### src/hw/rtl/dwtbcg_pkg.sv
// Shared types, constants and the coefficient decode for the DWT block gather.
// No dependencies; every other file of the block but dwtbcg_queue imports this package.
`default_nettype none

package dwtbcg_pkg;

  localparam int unsigned WidthW  = 13;
  localparam int unsigned HeightW = 10;
  localparam int unsigned CoordW  = 9;
  localparam int unsigned SpanW   = 10;
  localparam int unsigned PosW    = 12;
  localparam int unsigned AddrW   = 24;
  localparam int unsigned BlockW  = 18;
  localparam int unsigned SlotW   = 6;
  localparam int unsigned CfgIdxW = 1;
  localparam int unsigned AcPerBlock = 63;
  localparam int unsigned FamilySize = 20;

  localparam logic [CfgIdxW-1:0] CfgImageWidth   = 1'b0;
  localparam logic [CfgIdxW-1:0] CfgHeightBlocks = 1'b1;

  localparam logic [WidthW-1:0]  ImageWidthReset   = 13'd1024;
  localparam logic [WidthW-1:0]  MaxWidth          = 13'd4096;
  localparam logic [HeightW-1:0] HeightBlocksReset = 10'd128;
  localparam logic [HeightW-1:0] MaxHeightBlocks   = 10'd512;

  localparam logic [SlotW-1:0] LastCoeff = 6'd63;
  localparam logic [SlotW-1:0] Fam0Start = 6'd1;
  localparam logic [SlotW-1:0] Fam1Start = 6'd22;
  localparam logic [SlotW-1:0] Fam2Start = 6'd43;

  typedef enum logic [1:0] {
    KindDc,
    KindParent,
    KindMember
  } coeff_kind_e;

  typedef struct packed {
    logic [1:0] shift;
    logic [1:0] dr;
    logic [1:0] dc;
  } member_t;

  typedef struct packed {
    coeff_kind_e      kind;
    logic [1:0]       fam;
    member_t          pos;
    logic [SlotW-1:0] slot;
  } coeff_t;

  typedef struct packed {
    logic [CoordW-1:0] row;
    logic [CoordW-1:0] col;
    logic [BlockW-1:0] blk;
  } queue_item_t;

  typedef struct packed {
    logic [WidthW-1:0]  width;
    logic [SpanW-1:0]   width_blocks;
    logic [HeightW-1:0] height_blocks;
  } cfg_t;

  localparam logic [SlotW-1:0] SlotOrder [AcPerBlock] = '{
    6'd0,  6'd3,  6'd4,  6'd5,  6'd6,  6'd15, 6'd16, 6'd17,
    6'd18, 6'd19, 6'd20, 6'd21, 6'd22, 6'd23, 6'd24, 6'd25,
    6'd26, 6'd27, 6'd28, 6'd29, 6'd30, 6'd1,  6'd7,  6'd8,
    6'd9,  6'd10, 6'd31, 6'd32, 6'd33, 6'd34, 6'd35, 6'd36,
    6'd37, 6'd38, 6'd39, 6'd40, 6'd41, 6'd42, 6'd43, 6'd44,
    6'd45, 6'd46, 6'd2,  6'd11, 6'd12, 6'd13, 6'd14, 6'd47,
    6'd48, 6'd49, 6'd50, 6'd51, 6'd52, 6'd53, 6'd54, 6'd55,
    6'd56, 6'd57, 6'd58, 6'd59, 6'd60, 6'd61, 6'd62
  };

  localparam member_t Members [FamilySize] = '{
    '{2'd1, 2'd0, 2'd0}, '{2'd1, 2'd0, 2'd1}, '{2'd1, 2'd1, 2'd0}, '{2'd1, 2'd1, 2'd1},
    '{2'd2, 2'd0, 2'd0}, '{2'd2, 2'd0, 2'd1}, '{2'd2, 2'd1, 2'd0}, '{2'd2, 2'd1, 2'd1},
    '{2'd2, 2'd0, 2'd2}, '{2'd2, 2'd0, 2'd3}, '{2'd2, 2'd1, 2'd2}, '{2'd2, 2'd1, 2'd3},
    '{2'd2, 2'd2, 2'd0}, '{2'd2, 2'd2, 2'd1}, '{2'd2, 2'd3, 2'd0}, '{2'd2, 2'd3, 2'd1},
    '{2'd2, 2'd2, 2'd2}, '{2'd2, 2'd2, 2'd3}, '{2'd2, 2'd3, 2'd2}, '{2'd2, 2'd3, 2'd3}
  };

  // Maps the coefficient number within a block to its kind, family, offset and slot.
  function automatic coeff_t decode_coeff(input logic [SlotW-1:0] k);
    coeff_t           d;
    logic [SlotW-1:0] base;
    logic [SlotW-1:0] off;
    logic [SlotW-1:0] idx;
    d = '0;
    if (k >= Fam2Start) begin
      d.fam = 2'd2;
      base  = Fam2Start;
    end else if (k >= Fam1Start) begin
      d.fam = 2'd1;
      base  = Fam1Start;
    end else begin
      d.fam = 2'd0;
      base  = Fam0Start;
    end
    off = k - base;
    idx = k - 6'd1;
    if (k == '0) begin
      d.kind = KindDc;
      d.slot = '0;
    end else if (off == '0) begin
      d.kind = KindParent;
      d.slot = {4'd0, d.fam} + 6'd1;
    end else begin
      d.kind = KindMember;
      d.pos  = Members[5'(off - 6'd1)];
      d.slot = SlotOrder[idx] + 6'd1;
    end
    return d;
  endfunction

endpackage

`default_nettype wire

### src/hw/rtl/dwtbcg_if.sv
// Handshake channels of the DWT block gather: block requests in, coefficient beats out.
// Depends on dwtbcg_pkg for field widths.
`default_nettype none

interface dwtbcg_in_if import dwtbcg_pkg::*; ();
  logic              valid;
  logic              ready;
  logic [CoordW-1:0] block_row;
  logic [CoordW-1:0] block_col;

  modport source (output valid, output block_row, output block_col, input ready);
  modport sink (input valid, input block_row, input block_col, output ready);
endinterface

interface dwtbcg_out_if import dwtbcg_pkg::*; ();
  logic              valid;
  logic              ready;
  logic [AddrW-1:0]  source_address;
  logic [BlockW-1:0] dest_block;
  logic [SlotW-1:0]  dest_slot;
  logic              last;

  modport source (output valid, output source_address, output dest_block,
                  output dest_slot, output last, input ready);
  modport sink (input valid, input source_address, input dest_block,
                input dest_slot, input last, output ready);
endinterface

`default_nettype wire

### src/hw/rtl/dwt_block_coefficient_gather.sv
// A request passes the request queue, the coefficient counter and pipeline registers
// of the back end before its first beat appears. Throughput: 64 beats per block, one
// per cycle unless out_if.ready stalls, set by the coefficient counter; blocks follow
// with no gap when queued. Requests are taken during a block until the queue is full.
// Reset: image width 1024, height 128 blocks, queue and pipeline empty.
`default_nettype none

module dwt_block_coefficient_gather import dwtbcg_pkg::*; #(
  parameter int unsigned QueueDepth = 2
) (
  input  logic               clk_i,
  input  logic               rst_ni,
  input  logic               cfg_we_i,
  input  logic [CfgIdxW-1:0] cfg_idx_i,
  input  logic [WidthW-1:0]  cfg_data_i,
  dwtbcg_in_if.sink          in_if,
  dwtbcg_out_if.source       out_if
);

  cfg_t        cfg;
  logic        push_valid;
  logic        push_ready;
  queue_item_t push_item;
  logic        pop_valid;
  logic        pop_ready;
  queue_item_t pop_item;

  dwtbcg_front u_front (
    .clk_i        (clk_i),
    .rst_ni       (rst_ni),
    .cfg_we_i     (cfg_we_i),
    .cfg_idx_i    (cfg_idx_i),
    .cfg_data_i   (cfg_data_i),
    .in_if        (in_if),
    .push_ready_i (push_ready),
    .push_valid_o (push_valid),
    .push_item_o  (push_item),
    .cfg_o        (cfg)
  );

  dwtbcg_queue #(
    .Width ($bits(queue_item_t)),
    .Depth (QueueDepth)
  ) u_queue (
    .clk_i        (clk_i),
    .rst_ni       (rst_ni),
    .push_valid_i (push_valid),
    .push_ready_o (push_ready),
    .push_data_i  (push_item),
    .pop_valid_o  (pop_valid),
    .pop_ready_i  (pop_ready),
    .pop_data_o   (pop_item)
  );

  dwtbcg_back u_back (
    .clk_i       (clk_i),
    .rst_ni      (rst_ni),
    .cfg_i       (cfg),
    .pop_valid_i (pop_valid),
    .pop_item_i  (pop_item),
    .pop_ready_o (pop_ready),
    .out_if      (out_if)
  );

endmodule

`default_nettype wire

### src/hw/rtl/dwtbcg_front.sv
// Front end: configuration registers, request intake and destination block index.
// Depends on dwtbcg_pkg and dwtbcg_in_if.
`default_nettype none

module dwtbcg_front import dwtbcg_pkg::*; (
  input  logic               clk_i,
  input  logic               rst_ni,
  input  logic               cfg_we_i,
  input  logic [CfgIdxW-1:0] cfg_idx_i,
  input  logic [WidthW-1:0]  cfg_data_i,
  dwtbcg_in_if.sink          in_if,
  input  logic               push_ready_i,
  output logic               push_valid_o,
  output queue_item_t        push_item_o,
  output cfg_t               cfg_o
);

  logic [WidthW-1:0]       width_q, width_d;
  logic [HeightW-1:0]      height_q, height_d;
  logic [HeightW-1:0]      height_wr;
  logic [SpanW-1:0]        width_blocks;
  logic [CoordW+SpanW-1:0] blk_prod;

  assign height_wr = cfg_data_i[HeightW-1:0];

  always_comb begin
    width_d  = width_q;
    height_d = height_q;
    if (cfg_we_i) begin
      case (cfg_idx_i)
        CfgImageWidth: begin
          width_d = (cfg_data_i > MaxWidth) ? MaxWidth : cfg_data_i;
        end
        CfgHeightBlocks: begin
          height_d = (height_wr > MaxHeightBlocks) ? MaxHeightBlocks : height_wr;
        end
        default: begin
        end
      endcase
    end
  end

  always_ff @(posedge clk_i or negedge rst_ni) begin
    if (!rst_ni) begin
      width_q  <= ImageWidthReset;
      height_q <= HeightBlocksReset;
    end else begin
      width_q  <= width_d;
      height_q <= height_d;
    end
  end

  assign width_blocks = width_q[WidthW-1:3];

  assign blk_prod = {{SpanW{1'b0}}, in_if.block_row} * {{CoordW{1'b0}}, width_blocks};

  assign push_item_o.row = in_if.block_row;
  assign push_item_o.col = in_if.block_col;
  assign push_item_o.blk = BlockW'(blk_prod + {{SpanW{1'b0}}, in_if.block_col});
  assign push_valid_o    = in_if.valid;
  assign in_if.ready     = push_ready_i;

  assign cfg_o.width         = width_q;
  assign cfg_o.width_blocks  = width_blocks;
  assign cfg_o.height_blocks = height_q;

endmodule

`default_nettype wire

### src/hw/rtl/dwtbcg_queue.sv
// Small flop-based FIFO that decouples request intake from coefficient generation.
// No dependencies.
`default_nettype none

module dwtbcg_queue #(
  parameter int unsigned Width = 36,
  parameter int unsigned Depth = 2
) (
  input  logic             clk_i,
  input  logic             rst_ni,
  input  logic             push_valid_i,
  output logic             push_ready_o,
  input  logic [Width-1:0] push_data_i,
  output logic             pop_valid_o,
  input  logic             pop_ready_i,
  output logic [Width-1:0] pop_data_o
);

  localparam int unsigned PtrW = (Depth > 1) ? $clog2(Depth) : 1;
  localparam int unsigned CntW = $clog2(Depth + 1);
  localparam logic [PtrW-1:0] LastPtr = PtrW'(Depth - 1);
  localparam logic [CntW-1:0] Full    = CntW'(Depth);

  logic [Width-1:0] mem_q [Depth];
  logic [PtrW-1:0]  wr_ptr_q, wr_ptr_d;
  logic [PtrW-1:0]  rd_ptr_q, rd_ptr_d;
  logic [CntW-1:0]  count_q, count_d;
  logic             push;
  logic             pop;

  assign push_ready_o = (count_q != Full);
  assign pop_valid_o  = (count_q != '0);
  assign push         = push_valid_i && push_ready_o;
  assign pop          = pop_ready_i && pop_valid_o;
  assign pop_data_o   = mem_q[rd_ptr_q];

  always_comb begin
    wr_ptr_d = wr_ptr_q;
    rd_ptr_d = rd_ptr_q;
    count_d  = count_q;
    if (push) begin
      wr_ptr_d = (wr_ptr_q == LastPtr) ? '0 : wr_ptr_q + 1'b1;
    end
    if (pop) begin
      rd_ptr_d = (rd_ptr_q == LastPtr) ? '0 : rd_ptr_q + 1'b1;
    end
    if (push && !pop) begin
      count_d = count_q + 1'b1;
    end else if (pop && !push) begin
      count_d = count_q - 1'b1;
    end
  end

  always_ff @(posedge clk_i or negedge rst_ni) begin
    if (!rst_ni) begin
      wr_ptr_q <= '0;
      rd_ptr_q <= '0;
      count_q  <= '0;
    end else begin
      wr_ptr_q <= wr_ptr_d;
      rd_ptr_q <= rd_ptr_d;
      count_q  <= count_d;
    end
  end

  always_ff @(posedge clk_i) begin
    if (push) begin
      mem_q[wr_ptr_q] <= push_data_i;
    end
  end

endmodule

`default_nettype wire

### src/hw/rtl/dwtbcg_back.sv
// Back end: steps through the 64 coefficients of a block and computes their addresses
// in a three-stage pipeline. Depends on dwtbcg_pkg and dwtbcg_out_if.
`default_nettype none

module dwtbcg_back import dwtbcg_pkg::*; (
  input  logic        clk_i,
  input  logic        rst_ni,
  input  cfg_t        cfg_i,
  input  logic        pop_valid_i,
  input  queue_item_t pop_item_i,
  output logic        pop_ready_o,
  dwtbcg_out_if.source out_if
);

  logic              gen_valid_q, gen_valid_d;
  logic [SlotW-1:0]  k_q, k_d;
  queue_item_t       item_q;

  logic              a_valid_q;
  logic [PosW-1:0]   a_rr_q, a_cc_q;
  logic [BlockW-1:0] a_blk_q;
  logic [SlotW-1:0]  a_slot_q;
  logic              a_last_q;

  logic              b_valid_q;
  logic [AddrW-1:0]  b_prod_q;
  logic [PosW-1:0]   b_cc_q;
  logic [BlockW-1:0] b_blk_q;
  logic [SlotW-1:0]  b_slot_q;
  logic              b_last_q;

  logic              out_valid_q;
  logic [AddrW-1:0]  out_addr_q;
  logic [BlockW-1:0] out_blk_q;
  logic [SlotW-1:0]  out_slot_q;
  logic              out_last_q;

  logic                  adv;
  logic                  gen_fire;
  logic                  gen_done;
  logic                  load;
  coeff_t                coeff;
  logic                  add_rows;
  logic                  add_cols;
  logic [SpanW-1:0]      pr;
  logic [SpanW-1:0]      pc;
  logic [PosW-1:0]       rr;
  logic [PosW-1:0]       cc;
  logic [PosW+WidthW-1:0] prod_full;

  assign adv      = !out_valid_q || out_if.ready;
  assign gen_fire = gen_valid_q && adv;
  assign gen_done = gen_fire && (k_q == LastCoeff);
  assign pop_ready_o = !gen_valid_q || gen_done;
  assign load     = pop_valid_i && pop_ready_o;

  always_comb begin
    gen_valid_d = gen_valid_q;
    k_d         = k_q;
    if (load) begin
      gen_valid_d = 1'b1;
      k_d         = '0;
    end else if (gen_fire) begin
      gen_valid_d = !gen_done;
      k_d         = k_q + 1'b1;
    end
  end

  assign coeff    = decode_coeff(k_q);
  assign add_rows = (coeff.kind != KindDc) && (coeff.fam != 2'd0);
  assign add_cols = (coeff.kind != KindDc) && (coeff.fam != 2'd1);
  assign pr = {1'b0, item_q.row} + (add_rows ? cfg_i.height_blocks : {HeightW{1'b0}});
  assign pc = {1'b0, item_q.col} + (add_cols ? cfg_i.width_blocks : {SpanW{1'b0}});
  assign rr = ({2'b00, pr} << coeff.pos.shift) + {{(PosW-2){1'b0}}, coeff.pos.dr};
  assign cc = ({2'b00, pc} << coeff.pos.shift) + {{(PosW-2){1'b0}}, coeff.pos.dc};

  assign prod_full = a_rr_q * cfg_i.width;

  always_ff @(posedge clk_i or negedge rst_ni) begin
    if (!rst_ni) begin
      gen_valid_q <= 1'b0;
      k_q         <= '0;
      a_valid_q   <= 1'b0;
      b_valid_q   <= 1'b0;
      out_valid_q <= 1'b0;
    end else begin
      gen_valid_q <= gen_valid_d;
      k_q         <= k_d;
      if (adv) begin
        a_valid_q   <= gen_valid_q;
        b_valid_q   <= a_valid_q;
        out_valid_q <= b_valid_q;
      end
    end
  end

  always_ff @(posedge clk_i) begin
    if (load) begin
      item_q <= pop_item_i;
    end
    if (adv) begin
      a_rr_q     <= rr;
      a_cc_q     <= cc;
      a_blk_q    <= item_q.blk;
      a_slot_q   <= coeff.slot;
      a_last_q   <= (k_q == LastCoeff);
      b_prod_q   <= prod_full[AddrW-1:0];
      b_cc_q     <= a_cc_q;
      b_blk_q    <= a_blk_q;
      b_slot_q   <= a_slot_q;
      b_last_q   <= a_last_q;
      out_addr_q <= b_prod_q + {{(AddrW-PosW){1'b0}}, b_cc_q};
      out_blk_q  <= b_blk_q;
      out_slot_q <= b_slot_q;
      out_last_q <= b_last_q;
    end
  end

  assign out_if.valid          = out_valid_q;
  assign out_if.source_address = out_addr_q;
  assign out_if.dest_block     = out_blk_q;
  assign out_if.dest_slot      = out_slot_q;
  assign out_if.last           = out_last_q;

endmodule

`default_nettype wire

### src/flat_wrapper.sv
// flat-port wrapper written by rule: the top's interface ports become plain ports
module dwt_block_coefficient_gather_flat import dwtbcg_pkg::*;
#(
  parameter int unsigned QueueDepth = 2
)
  (clk_i, rst_ni, cfg_we_i, cfg_idx_i, cfg_data_i, in_if_valid, in_if_block_row, in_if_block_col, in_if_ready, out_if_valid, out_if_source_address, out_if_dest_block, out_if_dest_slot, out_if_last, out_if_ready);
  dwtbcg_in_if in_if_i ();
  dwtbcg_out_if out_if_i ();
  input  logic clk_i;
  input  logic rst_ni;
  input  logic cfg_we_i;
  input  logic [CfgIdxW-1:0] cfg_idx_i;
  input  logic [WidthW-1:0] cfg_data_i;
  input wire logic [$bits(in_if_i.valid)-1:0] in_if_valid;
  input wire logic [$bits(in_if_i.block_row)-1:0] in_if_block_row;
  input wire logic [$bits(in_if_i.block_col)-1:0] in_if_block_col;
  output wire logic [$bits(in_if_i.ready)-1:0] in_if_ready;
  output wire logic [$bits(out_if_i.valid)-1:0] out_if_valid;
  output wire logic [$bits(out_if_i.source_address)-1:0] out_if_source_address;
  output wire logic [$bits(out_if_i.dest_block)-1:0] out_if_dest_block;
  output wire logic [$bits(out_if_i.dest_slot)-1:0] out_if_dest_slot;
  output wire logic [$bits(out_if_i.last)-1:0] out_if_last;
  input wire logic [$bits(out_if_i.ready)-1:0] out_if_ready;
  assign in_if_i.valid = in_if_valid;
  assign in_if_i.block_row = in_if_block_row;
  assign in_if_i.block_col = in_if_block_col;
  assign in_if_ready = in_if_i.ready;
  assign out_if_valid = out_if_i.valid;
  assign out_if_source_address = out_if_i.source_address;
  assign out_if_dest_block = out_if_i.dest_block;
  assign out_if_dest_slot = out_if_i.dest_slot;
  assign out_if_last = out_if_i.last;
  assign out_if_i.ready = out_if_ready;
  dwt_block_coefficient_gather #(.QueueDepth(QueueDepth)) u_core (.clk_i(clk_i), .rst_ni(rst_ni), .cfg_we_i(cfg_we_i), .cfg_idx_i(cfg_idx_i), .cfg_data_i(cfg_data_i), .in_if(in_if_i), .out_if(out_if_i));
endmodule
### config.mk
export PLATFORM = sky130hd
export DESIGN_NAME = dwt_block_coefficient_gather_flat
export DESIGN_NICKNAME = d
export VERILOG_FILES = /design/src/hw/rtl/dwtbcg_pkg.sv /design/src/hw/rtl/dwtbcg_if.sv /design/src/hw/rtl/dwt_block_coefficient_gather.sv /design/src/hw/rtl/dwtbcg_front.sv /design/src/hw/rtl/dwtbcg_queue.sv /design/src/hw/rtl/dwtbcg_back.sv /design/src/flat_wrapper.sv
export SDC_FILE = /design/constraint.sdc
export NUM_CORES = 1
export LEC_CHECK = 0
export BUFFER_PORTS_ARGS = -buffer_cell sky130_fd_sc_hd__buf_2
export CORE_AREA = 4 4 268 191
export CTS_CLUSTER_DIAMETER = 200
export DETAILED_ROUTE_END_ITERATION = 6
export DIE_AREA = 0 0 272 195
export PLACE_DENSITY = 0.68
export SLEW_MARGIN = 20
export SYNTH_ARGS = -nofsm -noshare
export SYNTH_HDL_FRONTEND = slang
export SYNTH_SLANG_ARGS = --single-unit
### constraint.sdc
create_clock -name clk_i -period 6.45 [get_ports clk_i]
set_clock_uncertainty 0.1 [all_clocks]
set_input_delay 1.6125 -clock clk_i [delete_from_list [all_inputs] [get_ports clk_i]]
set_output_delay 1.6125 -clock clk_i [all_outputs]
set_load 0.02 [all_outputs]
== Word-level counts from Yosys, hierarchy flattened ==
Memory sizes are Yosys's and may differ from the RTL's. A register that Yosys moved wholly into a read port is not among the register bits.
Index checks and enable logic that the tools add are counted.

* Register bits after elaboration: 196
* RAM bits: 72
* Bits in read-only memories: 576
* Bits of input ports: 37
* Output and inout bits: 51
* Word-level logic and storage cells: 110
* Memories: 3

{| class="wikitable"
|+ Memories
! name !! words !! width !! rd ports !! clocked after memory_dff !! write ports !! line !! text
|-
| (no name shown) || 64 || 6 || 1 || 0 || 0 || dwtbcg_pkg.sv:110 || <nowiki>d.slot = SlotOrder[idx] + 6'd1;</nowiki>
|-
| (no name shown) || 32 || 6 || 1 || 0 || 0 || dwtbcg_pkg.sv:109 || <nowiki>d.pos = Members[5'(off - 6'd1)];</nowiki>
|-
| u_core.u_queue.mem_q || 2 || 36 || 1 || 1 || 1 || dwtbcg_queue.sv:24 || <nowiki>logic [Width-1:0] mem_q [Depth];</nowiki>
|}

* $add $sub $neg: 16
* $mul: 2
* Order comparisons: 6
* Equality and inequality tests: 3
* Shifts and indexed selects: 2
* Mux-type cells: 27
* Bitwise logic cells: 3
* Reductions and logical operators: 24

{| class="wikitable"
|+ Operator list
! kind !! number
|-
| $mux 6 || 10
|-
| $mux 10 || 3
|-
| $add 12x2->12 || 2
|-
| $add 24x12->24 || 1
|-
| $mul 12x13->24 || 1
|-
| $shl 10x2->12 || 2
|-
| $add 9x10->10 || 2
|-
| $add 18x9->18 || 1
|-
| $mul 9x10->18 || 1
|-
| $gt 13x13->1 const B || 1
|-
| $mux 13 || 1
|-
| $add 6x1->6 const B || 2
|-
| $ge 6x6->1 const B || 2
|-
| $logic_not 6->1 || 2
|-
| $gt 10x10->1 const B || 1
|-
| $mux 2 || 5
|-
| $reduce_bool 2->1 || 5
|-
| $logic_and 1x1->1 || 8
|-
| $ge 7x7->1 const B || 1
|-
| $mux 1 || 7
|-
| $not 6->7 || 1
|-
| $eq 6x6->1 const B || 1
|-
| $ge 6x5->1 const B || 1
|-
| $not 5->6 || 1
|-
| other kinds (14) || 21
|}

== Longest topological paths before layout ==
Gate-level depths: netlist of the first run.

* Word-level depth: 13
* Mapped depth: 23
* Mapped depth without buffers: 22

== Hierarchy ==
A second synthesis of the first run with hierarchy kept.

* Cells, all modules: 1953
* Area total of the unflattened synthesis: 21954.8 um2

{| class="wikitable"
|+ By module, submodules not included
! module !! instances !! cells an instance !! area an instance (um2) !! seq. area each (um2)
|-
| dwtbcg_back || 1 || 1334 || 14630.3 || 6105.9
|-
| dwtbcg_front || 1 || 489 || 4383.0 || 578.1
|-
| dwtbcg_queue || 1 || 130 || 2941.6 || 2262.2
|}

== Worst setup path before layout of the first run ==
No wires, ideal clock.

* Kind: input to register
* Start point: input out_if_ready
* End point: register u_core.u_queue.count_q[1]
* Setup time: 0.079 ns
* Data arrival time: 7.186 ns
* Data required time: 6.271 ns
* Path slack: -0.916 ns
* Cell stages on the path: 11
* Buffers on the path: 1
* Cells stage by stage: nor2b_1 > inv_1 > nand2_1 > nand2_1 > o21a_1 > clkbuf_1 > inv_1 > ha_1 > xor2_1 > nor2_1 > xor2_1

* Longest elaborated chain between the ends: 8
* Elaborated cells between the ends (all ways): 10
* Those cells by class: mux: 1; reduce/logical: 9

{| class="wikitable"
|+ Ends and longest elaborated chain
! element !! line !! text
|-
| start: declaration || flat_wrapper.sv:23 || <nowiki>input wire logic [$bits(out_if_i.ready)-1:0] out_if_ready;</nowiki>
|-
| $logic_or 1x1->1 (*) || dwtbcg_back.sv:51 || <nowiki>assign adv = !out_valid_q || out_if.ready;</nowiki>
|-
| $logic_and 1x1->1 (*) || dwtbcg_back.sv:52 || <nowiki>assign gen_fire = gen_valid_q && adv;</nowiki>
|-
| $logic_and 1x1->1 (*) || dwtbcg_back.sv:53 || <nowiki>assign gen_done = gen_fire && (k_q == LastCoeff);</nowiki>
|-
| $logic_or 1x1->1 (*) || dwtbcg_back.sv:54 || <nowiki>assign pop_ready_o = !gen_valid_q || gen_done;</nowiki>
|-
| $logic_and 1x1->1 (*) || - ||
|-
| via u_core.u_back.load || dwtbcg_back.sv:41 || <nowiki>logic load;</nowiki>
|-
| $logic_not 1->1 || dwtbcg_queue.sv:47 || <nowiki>if (push && !pop) begin</nowiki>
|-
| $logic_and 1x1->1 || dwtbcg_queue.sv:47 ||
|-
| $mux 2 / $reduce_bool 2->1 (equally long branches) || - ||
|-
| end signal: assignment || dwtbcg_queue.sv:62 || <nowiki>count_q <= count_d;</nowiki>
|-
| end: declaration || dwtbcg_queue.sv:27 || <nowiki>logic [CntW-1:0] count_q, count_d;</nowiki>
|}

The timed path passes the listed nets; every way through them passes the cells marked *.
A chain may end at the register's enable or synchronous reset.

== Worst setup path in the final report of the first run ==
* Start point: register u_core.u_front.width_q[3]
* End point: register u_core.u_back.b_prod_q[23], data pin

* Longest elaborated chain between the ends: 1

{| class="wikitable"
|+ Ends and longest elaborated chain
! element !! line !! text
|-
| start: declaration || dwtbcg_front.sv:18 || <nowiki>logic [WidthW-1:0] width_q, width_d;</nowiki>
|-
| start signal: assignment || dwtbcg_front.sv:45 || <nowiki>width_q <= ImageWidthReset;</nowiki>
|-
| start signal: assignment || dwtbcg_front.sv:48 || <nowiki>width_q <= width_d;</nowiki>
|-
| $mul 12x13->24 || dwtbcg_back.sv:77 || <nowiki>assign prod_full = a_rr_q * cfg_i.width;</nowiki>
|-
| via u_core.u_back.prod_full[23] || dwtbcg_back.sv:49 || <nowiki>logic [PosW+WidthW-1:0] prod_full;</nowiki>
|-
| end signal: assignment || dwtbcg_back.sv:107 || <nowiki>b_prod_q <= prod_full[AddrW-1:0];</nowiki>
|-
| end: declaration || dwtbcg_back.sv:26 || <nowiki>logic [AddrW-1:0] b_prod_q;</nowiki>
|}

The timed path passes the listed nets, and every way through them passes these cells.

==> results.yml, run 1 <==
run_status:
  status: "finished clean"
clock_network:
  cts_buffers: 34
  cts_setup_buffers: 0
  clock_path_buffers: 3
  cts-root-buf: "clkbuf_16"
  insertion_delay_ns: 0.53
  cts_resized: 0
  cts_tree: "done"
  cts_num_sinks: 304
  clkTransAtPathRegs_ns: 0.06
  htreeDepth: 2
  holdBufCountCts: 0
timing:
  slew_viol_final: 0
  rsz0062_at_grt: "no"
  timing.final.crit_share_pct: 95.61
  hold_viol_final: 0
  slew_headroom_pct: 32.88
  finalCriticalPeriod_ns: 6.167
  setup_viol: 0
  max_freq_mhz: 162.1
  worst_pin_slew_ns: 1.007
finish:
  seq_area_mm2: 0.008946
  area_delta_synth_final_pct: 12.06
  diodes: 0
  fillers: 4322
  multi_input_area_mm2: 0.01167
  final_area_mm2: 0.02424
  layout.nets: 2391
  drive_gt1_share_pct: 14.07
  final_util_pct: 49.72
global_route:
  grt_use_total_pct: 17.14
  grt_pass1_wl_um: 75110
  grt_max_degree: 163
  grt_pass1_vias: 14680
  antenna_found_initial: 2
  overflow: 0
synthesis:
  syn_nets: 2280
  yosys.area.top_type_share_pct: 37.07
  ys_ff_latch: 304
  ys_seq_area_share_pct: 41.36
  synth_ff_type: "edfxtp_1"
  async_flop_share_pct: 12.17
  synth.largest_area_cell: "edfxtp_1"
  syn_area_mm2: 0.02163
  synth_edf_count: 267
  ys_types: 77
  synth_area_per_cell_um2: 11.35
  syn_inst: 1905
  netlist_top_cells_area: "edfxtp_1 37%, fa_1 16%, ha_1 9.4%, dfrtp_1 4.0%, inv_1 3.9%"
  ys.warnings.count: 0
placed_design:
  globalplace.congestion: 0.8462
  io_buffers: 87
  dp_hpwl_um: 33030
  placed_cell_area_mm2: 0.02314
setup_path:
  r2r_slack_ns: 0.28
  rr_worst_depth: 17
  reg2reg_from: "u_core.u_front.width_q[3]"
  crit_start: "u_core.u_front.width_q[3]"
  startpoint_type: "flop"
  crit_end: "u_core.u_back.b_prod_q[23]"
  critical_path.max_fanout: 12
  required_ns: 6.62
  critPathArrivalTime_ns: 6.33
  end_kind: "flop"
  timing.rr.end: "u_core.u_back.b_prod_q[23]"
  worst-setup-path-type: "flop to flop"
drt:
  via_count: 14010
  first_pass_iters: 5
  wire_per_inst_um: 16.36
  wirelength_um: 44240
  viasPerCell: 5.180
  drcViolationCount: 0
  antenna_left: 0
  first_iter_violations: 1126
die:
  rows: 68
  core_mm2: 0.04875
  die-area_mm2: 0.05304
  fp.dieW_um: 272
  die_y_um: 195
  ios: 88
  start_util_pct: 44.36
flow_run:
  maxCapViolCount: 0
worst_hold_path:
  hp-class: "flop to flop"
## final cells by class
| type | instances | share of cell area [%] |
|---|---|---|
| clock buffers | 41 | 3.660 |
| clock inverters | 19 | 0.7898 |
| inverters | 224 | 3.485 |
| multi-input cells | 1309 | 48.14 |
| flip-flops and latches | 304 | 36.91 |
| well taps | 665 | 3.433 |
| repair buffers | 143 | 3.583 |
## logic make-up after synthesis
| logic type | synth area share (%) |
|---|---|
| muxes | 2.742 |
| AOI/OAI and AO/OA | 7.237 |
| buffers and inverters | 5.091 |
| DFF | 41.36 |
| xor gates and xnor gates | 4.998 |
| and+or+nand+nor | 12.91 |
| adders and majority gates | 25.66 |
## state kept, by name, indices dropped and copies added, names as in the netlist, 2 cells and up
register	count
u_core.u_front.height_q	10
u_core.u_back.b_slot_q	6
u_core.u_back.b_blk_q	18
u_core.u_back.out_if.source_address	24
u_core.u_back.a_cc_q	12
u_core.u_queue.mem_q	72
u_core.u_back.a_blk_q	18
u_core.u_back.k_q	6
u_core.u_front.width_q	13
u_core.u_back.b_prod_q	24
u_core.u_queue.count_q	2
u_core.u_back.out_if.dest_block	18
u_core.u_back.a_rr_q	12
u_core.u_back.item_q	36
u_core.u_back.a_slot_q	6
u_core.u_back.b_cc_q	12
u_core.u_back.out_if.dest_slot	6
## per-layer routing
| layer | wire length (µm) | up-vias | global-route usage, % |
|---|---|---|---|
| met2 | 19330 | 338 | 26.51 |
| met5 | 13 | - | 0 |
| met4 | 538 | 2 | 2.849 |
| met3 | 2539 | 42 | 2.801 |
| li1 | - | 6644 | - |
| met1 | 21820 | 6986 | 26.00 |
## synth_stat cells (all sizes together) (6+ instances only)
master and number:
a21boi 6, edfxtp 267, a31oi 8, nor2b 9, o21ai 47, a22o 7, mux2i 12, fa 176
nor2 91, nand4 8, nand2 225, and2 127, dfrtp 35, mux2 40, nand2b 21, o21a 8
nor3b 6, xnor2 86, xor2 33, nor3 25, clkbuf 66, a211oi 6, nand3 22, o22ai 8
a21oi 62, inv 224, o21bai 6, or2 7, ha 162, a21o 22, and3 10
## worst min path at each step
stage                     cells past startpoint                                  end                      start  slack, ns
final                                         0            u_core.u_back.b_blk_q[11]  u_core.u_back.a_blk_q[11]       0.32
after global routing                          0  u_core.u_back.out_if.dest_block[14]  u_core.u_back.b_blk_q[14]       0.32
after CTS                                     0            u_core.u_back.a_blk_q[10]   u_core.u_back.item_q[10]       0.32
after detailed placement                      0            u_core.u_back.b_blk_q[11]  u_core.u_back.a_blk_q[11]       0.30
after global placement                        0  u_core.u_back.out_if.dest_block[11]  u_core.u_back.b_blk_q[11]       0.30
after floorplan                               0             u_core.u_back.a_blk_q[0]    u_core.u_back.item_q[0]       0.30
## worst max-delay path, stage by stage (launching register included)
cell and delay (ns):
dfrtp_1 0.67, and2_1 0.23, fa_1 0.45, fa_1 0.45
fa_1 0.56, fa_1 0.44, fa_1 0.49, ha_1 0.27
nor3_1 0.22, o21ai_0 0.21, a2111oi_0 0.49, buf_4 0.21
o311ai_0 0.17, a21oi_1 0.23, o21bai_1 0.12, a211oi_1 0.31
a21oi_1 0.13, xnor2_1 0.14
## metrics by stage
| stage | worst slack, ns | hold slack (ns) | TNS, ns | instances |
|---|---|---|---|---|
| 6_report | 0.2828 | 0.3166 | 0 | 2705 |
| 5_1_grt | 0.01417 | 0.3220 | 0 | 2705 |
| 4_1_cts | 0.2587 | 0.3165 | 0 | 2705 |
| 3_5_place_dp | -0.2781 | 0.3045 | -2.063 | 2645 |
| 3_3_place_gp | -0.2275 | 0.3021 | -1.214 | 2645 |
| 2_1_floorplan | 0.001938 | 0.3003 | 0 | 1905 |
## cells in the final DEF, fill, tap and decap left out, types with 12 or more instances in the layout
master     count
fa_1         175
and2_1       119
mux2_2        40
buf_4         55
a21o_1        21
xnor2_1       84
a21oi_1       58
mux2i_1       12
o21ai_0       46
xor2_1        32
edfxtp_1     267
nor3_1        22
nand3_1       22
nand2b_1      21
dfrtp_1       35
clkbuf_16     34
buf_2         87
nor2_1        87
inv_1        222
nand2_1      224
ha_1         160
Power of run 1 is left out: the tool's default activity adds up to more than one toggle a clock period on the data nets, which glitch-free logic cannot reach.
==> inputs of run 2 (changes only) <==
PLACE_DENSITY = not set   (was 0.68)
==> run 2 against run 1 <==
Wire length shrank 1.4%. Core utilization shrank 0.11 points. Register-to-register slack gained 0.097 ns. Maximum frequency grew 1.1%.
==> results.yml, run 2 (synthesis results as in run 1) <==
global_route:
  overflow: 0
  grt_use_total_pct: 17.06
  antenna_found_initial: 0
  grt_pass1_wl_um: 74810
  grt_pass1_vias: 14510
  grt_max_degree: 163
drt:
  drcViolationCount: 0
  viasPerCell: 5.142
  via_count: 13900
  wirelength_um: 43630
  first_pass_iters: 5
  wire_per_inst_um: 16.14
  first_iter_violations: 944
  antenna_left: 0
setup_path:
  rr_worst_depth: 18
  startpoint_type: "primary input"
  reg2reg_from: "u_core.u_front.width_q[1]"
  r2r_slack_ns: 0.38
  critPathArrivalTime_ns: 6.32
  end_kind: "flop"
  worst-setup-path-type: "primary input to flop"
  timing.rr.end: "u_core.u_back.b_prod_q[23]"
  required_ns: 6.67
  critical_path.max_fanout: 9
die:
  start_util_pct: 44.36
  die_y_um: 195
  die-area_mm2: 0.05304
  fp.dieW_um: 272
  core_mm2: 0.04875
  rows: 68
  ios: 88
finish:
  drive_gt1_share_pct: 14.08
  fillers: 4361
  top_regs: "u_core.u_queue.mem_q: 72 flops, u_core.u_back.item_q: 36 flops"
  fin_cells: 2704
  top_register: "u_core.u_queue.mem_q"
  largest_reg_flops: 72
  layout.nets: 2391
  final_cell_mix: "267 x edfxtp_1, 224 x nand2_1, 222 x inv_1"
  mostFrequentLayoutCell: "edfxtp_1"
  final_area_mm2: 0.02418
  diodes: 0
  area_delta_synth_final_pct: 11.81
clock_network:
  cts_num_sinks: 304
  clkTransAtPathRegs_ns: 0.07
  clock_path_buffers: 3
  htreeDepth: 1
  cts_tree: "done"
  insertion_delay_ns: 0.57
  holdBufCountCts: 0
  cts_buffers: 31
  cts-root-buf: "clkbuf_16"
timing:
  tns_ns: 0
  slew_viol_final: 0
  hold_viol_final: 0
  rsz0062_at_grt: "no"
  setup_viol: 0
  fin_hold_ws_ns: 0.3172
  worst_pin_slew_ns: 0.9320
  finalCriticalPeriod_ns: 6.102
  max_freq_mhz: 163.9
  timing.final.crit_share_pct: 94.61
  slew_headroom_pct: 37.42
placed_design:
  placed_cells: 2648
  globalplace.congestion: 0.8165
  io_buffers: 87
  dp_hpwl_um: 32960
  placed_cell_area_mm2: 0.02316
run_status:
  status: "finished clean"
flow_run:
  maxCapViolCount: 0
worst_hold_path:
  hold_end: "u_core.u_back.b_cc_q[2]"
  hold_start: "u_core.u_back.a_cc_q[2]"
  hp-class: "flop to flop"
  hold_depth: 0
-- run 2: cell type report --
| cell class | instances | area, µm² | share of cell area [%] |
|---|---|---|---|
| clock inverters | 21 | 222.7 | 0.9210 |
| repair buffers | 146 | 890.9 | 3.684 |
| flip-flops and latches | 304 | 8947 | 37.00 |
| well taps | 665 | 832.0 | 3.441 |
| inverters | 224 | 844.6 | 3.493 |
| clock buffers | 35 | 790.8 | 3.270 |
| multi-input cells | 1309 | 11650 | 48.19 |
-- run 2: how the worst max path moves through the flow --
| stage | startpoint | to | cells past startpoint |
|---|---|---|---|
| CTS | u_core.u_front.width_q[4] | u_core.u_back.b_prod_q[23] | 17 |
| global route | u_core.u_front.width_q[5] | u_core.u_back.b_prod_q[23] | 17 |
| global placement | in_if_block_row[2] | u_core.u_queue.mem_q[0][16] | 18 |
| finish | in_if_block_row[2] | u_core.u_queue.mem_q[1][16] | 18 |
| floorplan | in_if_block_row[0] | u_core.u_queue.mem_q[0][16] | 16 |
| detailed placement | in_if_block_row[0] | u_core.u_queue.mem_q[0][16] | 16 |
-- run 2: what timing repair did --
item                                    in CTS  in global routing
resized for setup                            0                  2
buffers inserted                             0                  0
endpoints found under the setup margin       0                  2
endpoints found under the hold margin        0                  0
-- run 2: per-stage QoR --
| stage | setup WS [ns] | util, % |
|---|---|---|
| after floorplan | 0.001938 | - |
| after global placement | -0.1545 | 47.51 |
| after detailed placement | -0.2400 | 47.51 |
| after CTS | 0.2873 | 49.58 |
| after global routing | 0.03560 | 49.60 |
| final | 0.3476 | 49.60 |
-- run 2: layer usage --
| layer | up-vias | routed length [µm] | GRT usage (%) | part of all wire [%] |
|---|---|---|---|---|
| met1 | 6916 | 22230 | 26.36 | 51 |
| met4 | 0 | 654 | 2.676 | 1.5 |
| met3 | 44 | 2133 | 2.543 | 4.9 |
| met2 | 298 | 18610 | 26.08 | 43 |
| li1 | 6646 | - | - | - |
| met5 | - | 0 | 0 | 0 |
-- run 2: worst max-delay path: stages --
cell	delay (ns)
buf_2	0.20
nand2_1	0.11
fa_1	0.54
inv_1	0.05
fa_1	0.45
ha_1	0.29
inv_1	0.05
fa_1	0.53
inv_1	0.05
fa_1	0.45
ha_1	0.32
a21oi_1	0.20
o21bai_1	0.13
a211o_1	0.33
o41a_1	0.44
a211o_1	0.33
a21oi_2	0.13
xnor2_1	0.10
Power of run 2 is left out for the same reason.
==> inputs of run 3 (changes only) <==
CORE_AREA = 4 4 326 232   (was 4 4 268 191)
DIE_AREA = 0 0 330 236   (was 0 0 272 195)
PLACE_DENSITY = 0.55   (was not set)
REMOVE_ABC_BUFFERS = 1   (was not set)
==> run 3 against run 2 <==
Core utilization fell by 15 points. Critical path type unchanged. Critical endpoint is now u_core.u_queue.mem_q[0][16]. Wire length rose by 6.7%. Maximum frequency fell by 2.3%.
==> results.yml, run 3 (synthesis results as in run 1) <==
placed_design:
  place_ws_ns: -0.4168
  io_buffers: 87
  placed_cell_area_mm2: 0.02351
  dp_hpwl_um: 35960
  globalplace.congestion: 0.8391
drt:
  first_iter_violations: 781
  drcViolationCount: 0
  wirelength_um: 46550
  first_pass_iters: 7
  wire_per_inst_um: 15.36
  antenna_left: 0
  viasPerCell: 4.591
  via_count: 13910
setup_path:
  startpoint_type: "primary input"
  worst-setup-path-type: "primary input to flop"
  cp_slowest_stage_delay_ns: 0.55
  critical_path.cell_chain: "buf_2 > and2_1 > fa_1 > fa_1 > fa_1 > inv_1 > fa_1 > inv_1 > fa_1 > ha_1 > and3_1 > a211o_1 > o41a_1 > a211o_1 > a21oi_1 > xnor2_1"
  critical_path.max_fanout: 4
  crit_end: "u_core.u_queue.mem_q[0][16]"
  cp_slowest_cell: "fa_1"
  timing.rr.end: "u_core.u_queue.mem_q[0][16]"
  end_kind: "flop"
  crit_start: "in_if_block_row[8]"
  rr_worst_depth: 17
  required_ns: 6.65
  reg2reg_from: "u_core.u_front.width_q[5]"
  critPathArrivalTime_ns: 6.45
  path_common_cell: "fa_1"
  r2r_slack_ns: 0.36
finish:
  layout.nets: 2400
  largest_reg_flops: 72
  mostFrequentLayoutCell: "edfxtp_1"
  diodes: 0
  top_regs: "u_core.u_queue.mem_q: 72 flops, u_core.u_back.item_q: 36 flops"
  final_area_mm2: 0.02478
  fillers: 7217
  drive_gt1_share_pct: 14.13
  top_register: "u_core.u_queue.mem_q"
  final_cell_mix: "267 x edfxtp_1, 224 x nand2_1, 223 x inv_1"
  area_delta_synth_final_pct: 14.58
die:
  core_mm2: 0.07259
  die_y_um: 236
  rows: 83
  ios: 88
  die-area_mm2: 0.07788
  fp.dieW_um: 330
  start_util_pct: 29.79
worst_hold_path:
  hp-class: "flop to flop"
  hold_depth: 0
  hold_start: "u_core.u_back.b_blk_q[6]"
global_route:
  grt_use_total_pct: 12.19
  antenna_found_initial: 0
  grtUsageMet2_pct: 18.34
  overflow: 0
  grtUsageMet1_pct: 18.44
  grt_pass1_vias: 14540
  grt_max_degree: 59
  top_usage_layer: "met1"
  grtUsageMet3_pct: 2.025
  grt_pass1_wl_um: 77190
timing:
  slew_headroom_pct: 33.94
  rsz0062_at_grt: "no"
  worst_pin_slew_ns: 0.9909
  hold_viol_final: 0
  setup_ws_ns: 0.2022
  max_freq_mhz: 160.1
  timing.final.crit_share_pct: 96.87
  setup_viol: 0
  slew_viol_final: 0
  finalCriticalPeriod_ns: 6.248
clock_network:
  clkTransAtPathRegs_ns: 0.06
  cts_tree: "done"
  insertion_delay_ns: 0.56
  htreeDepth: 2
  holdBufCountCts: 0
  cts_buffers: 36
  cts_num_sinks: 304
  clock_path_buffers: 3
  cts-root-buf: "clkbuf_16"
flow_run:
  maxCapViolCount: 0
run_status:
  status: "finished clean"
## run 3: cell count changes in the layout (fill, tap and decap cells not counted), moves of 3 or more
cell        delta
clkbuf_16      +5
clkbuf_8       +6
and2_4         -8
clkinvlp_4     -6
and2_1         +8
clkinv_16      +3
buf_4          +5
clkinv_2       +4
clkinv_1       -4
## run 3: repair_timing
item / in CTS / in global routing
setup endpoints to repair: 0 / 2
resized for setup: 0 / 3
buffers inserted: 0 / 0
## run 3: metrics by stage
stage | std cells | hold slack [ns] | util, % | setup TNS, ns
global route | 3030 | 0.3178 | 34.14 | 0
floorplan | 1837 | 0.3003 | - | -9.376
global placement | 2964 | 0.3024 | 32.39 | -1.908
CTS | 3030 | 0.3089 | 34.13 | 0
detailed placement | 2964 | 0.3045 | 32.39 | -2.563
finish | 3030 | 0.3120 | 34.14 | 0
## run 3: layout make-up
cell class | instances | area (µm²) | share of cell area (%)
repair buffers | 150 | 908.4 | 3.666
clock inverters | 19 | 259.0 | 1.045
clock buffers | 47 | 1002 | 4.044
well taps | 977 | 1222 | 4.933
flip-flops and latches | 304 | 8947 | 36.11
inverters | 224 | 845.8 | 3.413
multi-input cells | 1309 | 11600 | 46.79
## run 3: worst min-delay path by stage
| stage | end |
|---|---|
| final | u_core.u_back.out_if.dest_block[6] |
| after global routing | u_core.u_back.out_if.dest_slot[5] |
| after CTS | u_core.u_back.out_if.dest_block[6] |
| after detailed placement | u_core.u_back.a_blk_q[1] |
| after global placement | u_core.u_back.out_if.dest_block[14] |
| after floorplan | u_core.u_back.a_blk_q[0] |
## run 3: critical path: cells and delay by family
| family | cells | cell delay (ns) |
|---|---|---|
| AOI/OAI and AO/OA | 4 | 1.17 |
| xor gates and xnor gates | 1 | 0.12 |
| adders and majority gates | 6 | 2.96 |
| buffers and inverters | 3 | 0.23 |
| and+or+nand+nor | 2 | 0.37 |
## run 3: routing by layer
metal	wire length, µm	share of wire, %
met3	2259	4.9
met1	23860	51
met2	19750	42
met4	682	1.5
met5	0	0
Power of run 3 is left out for the same reason.
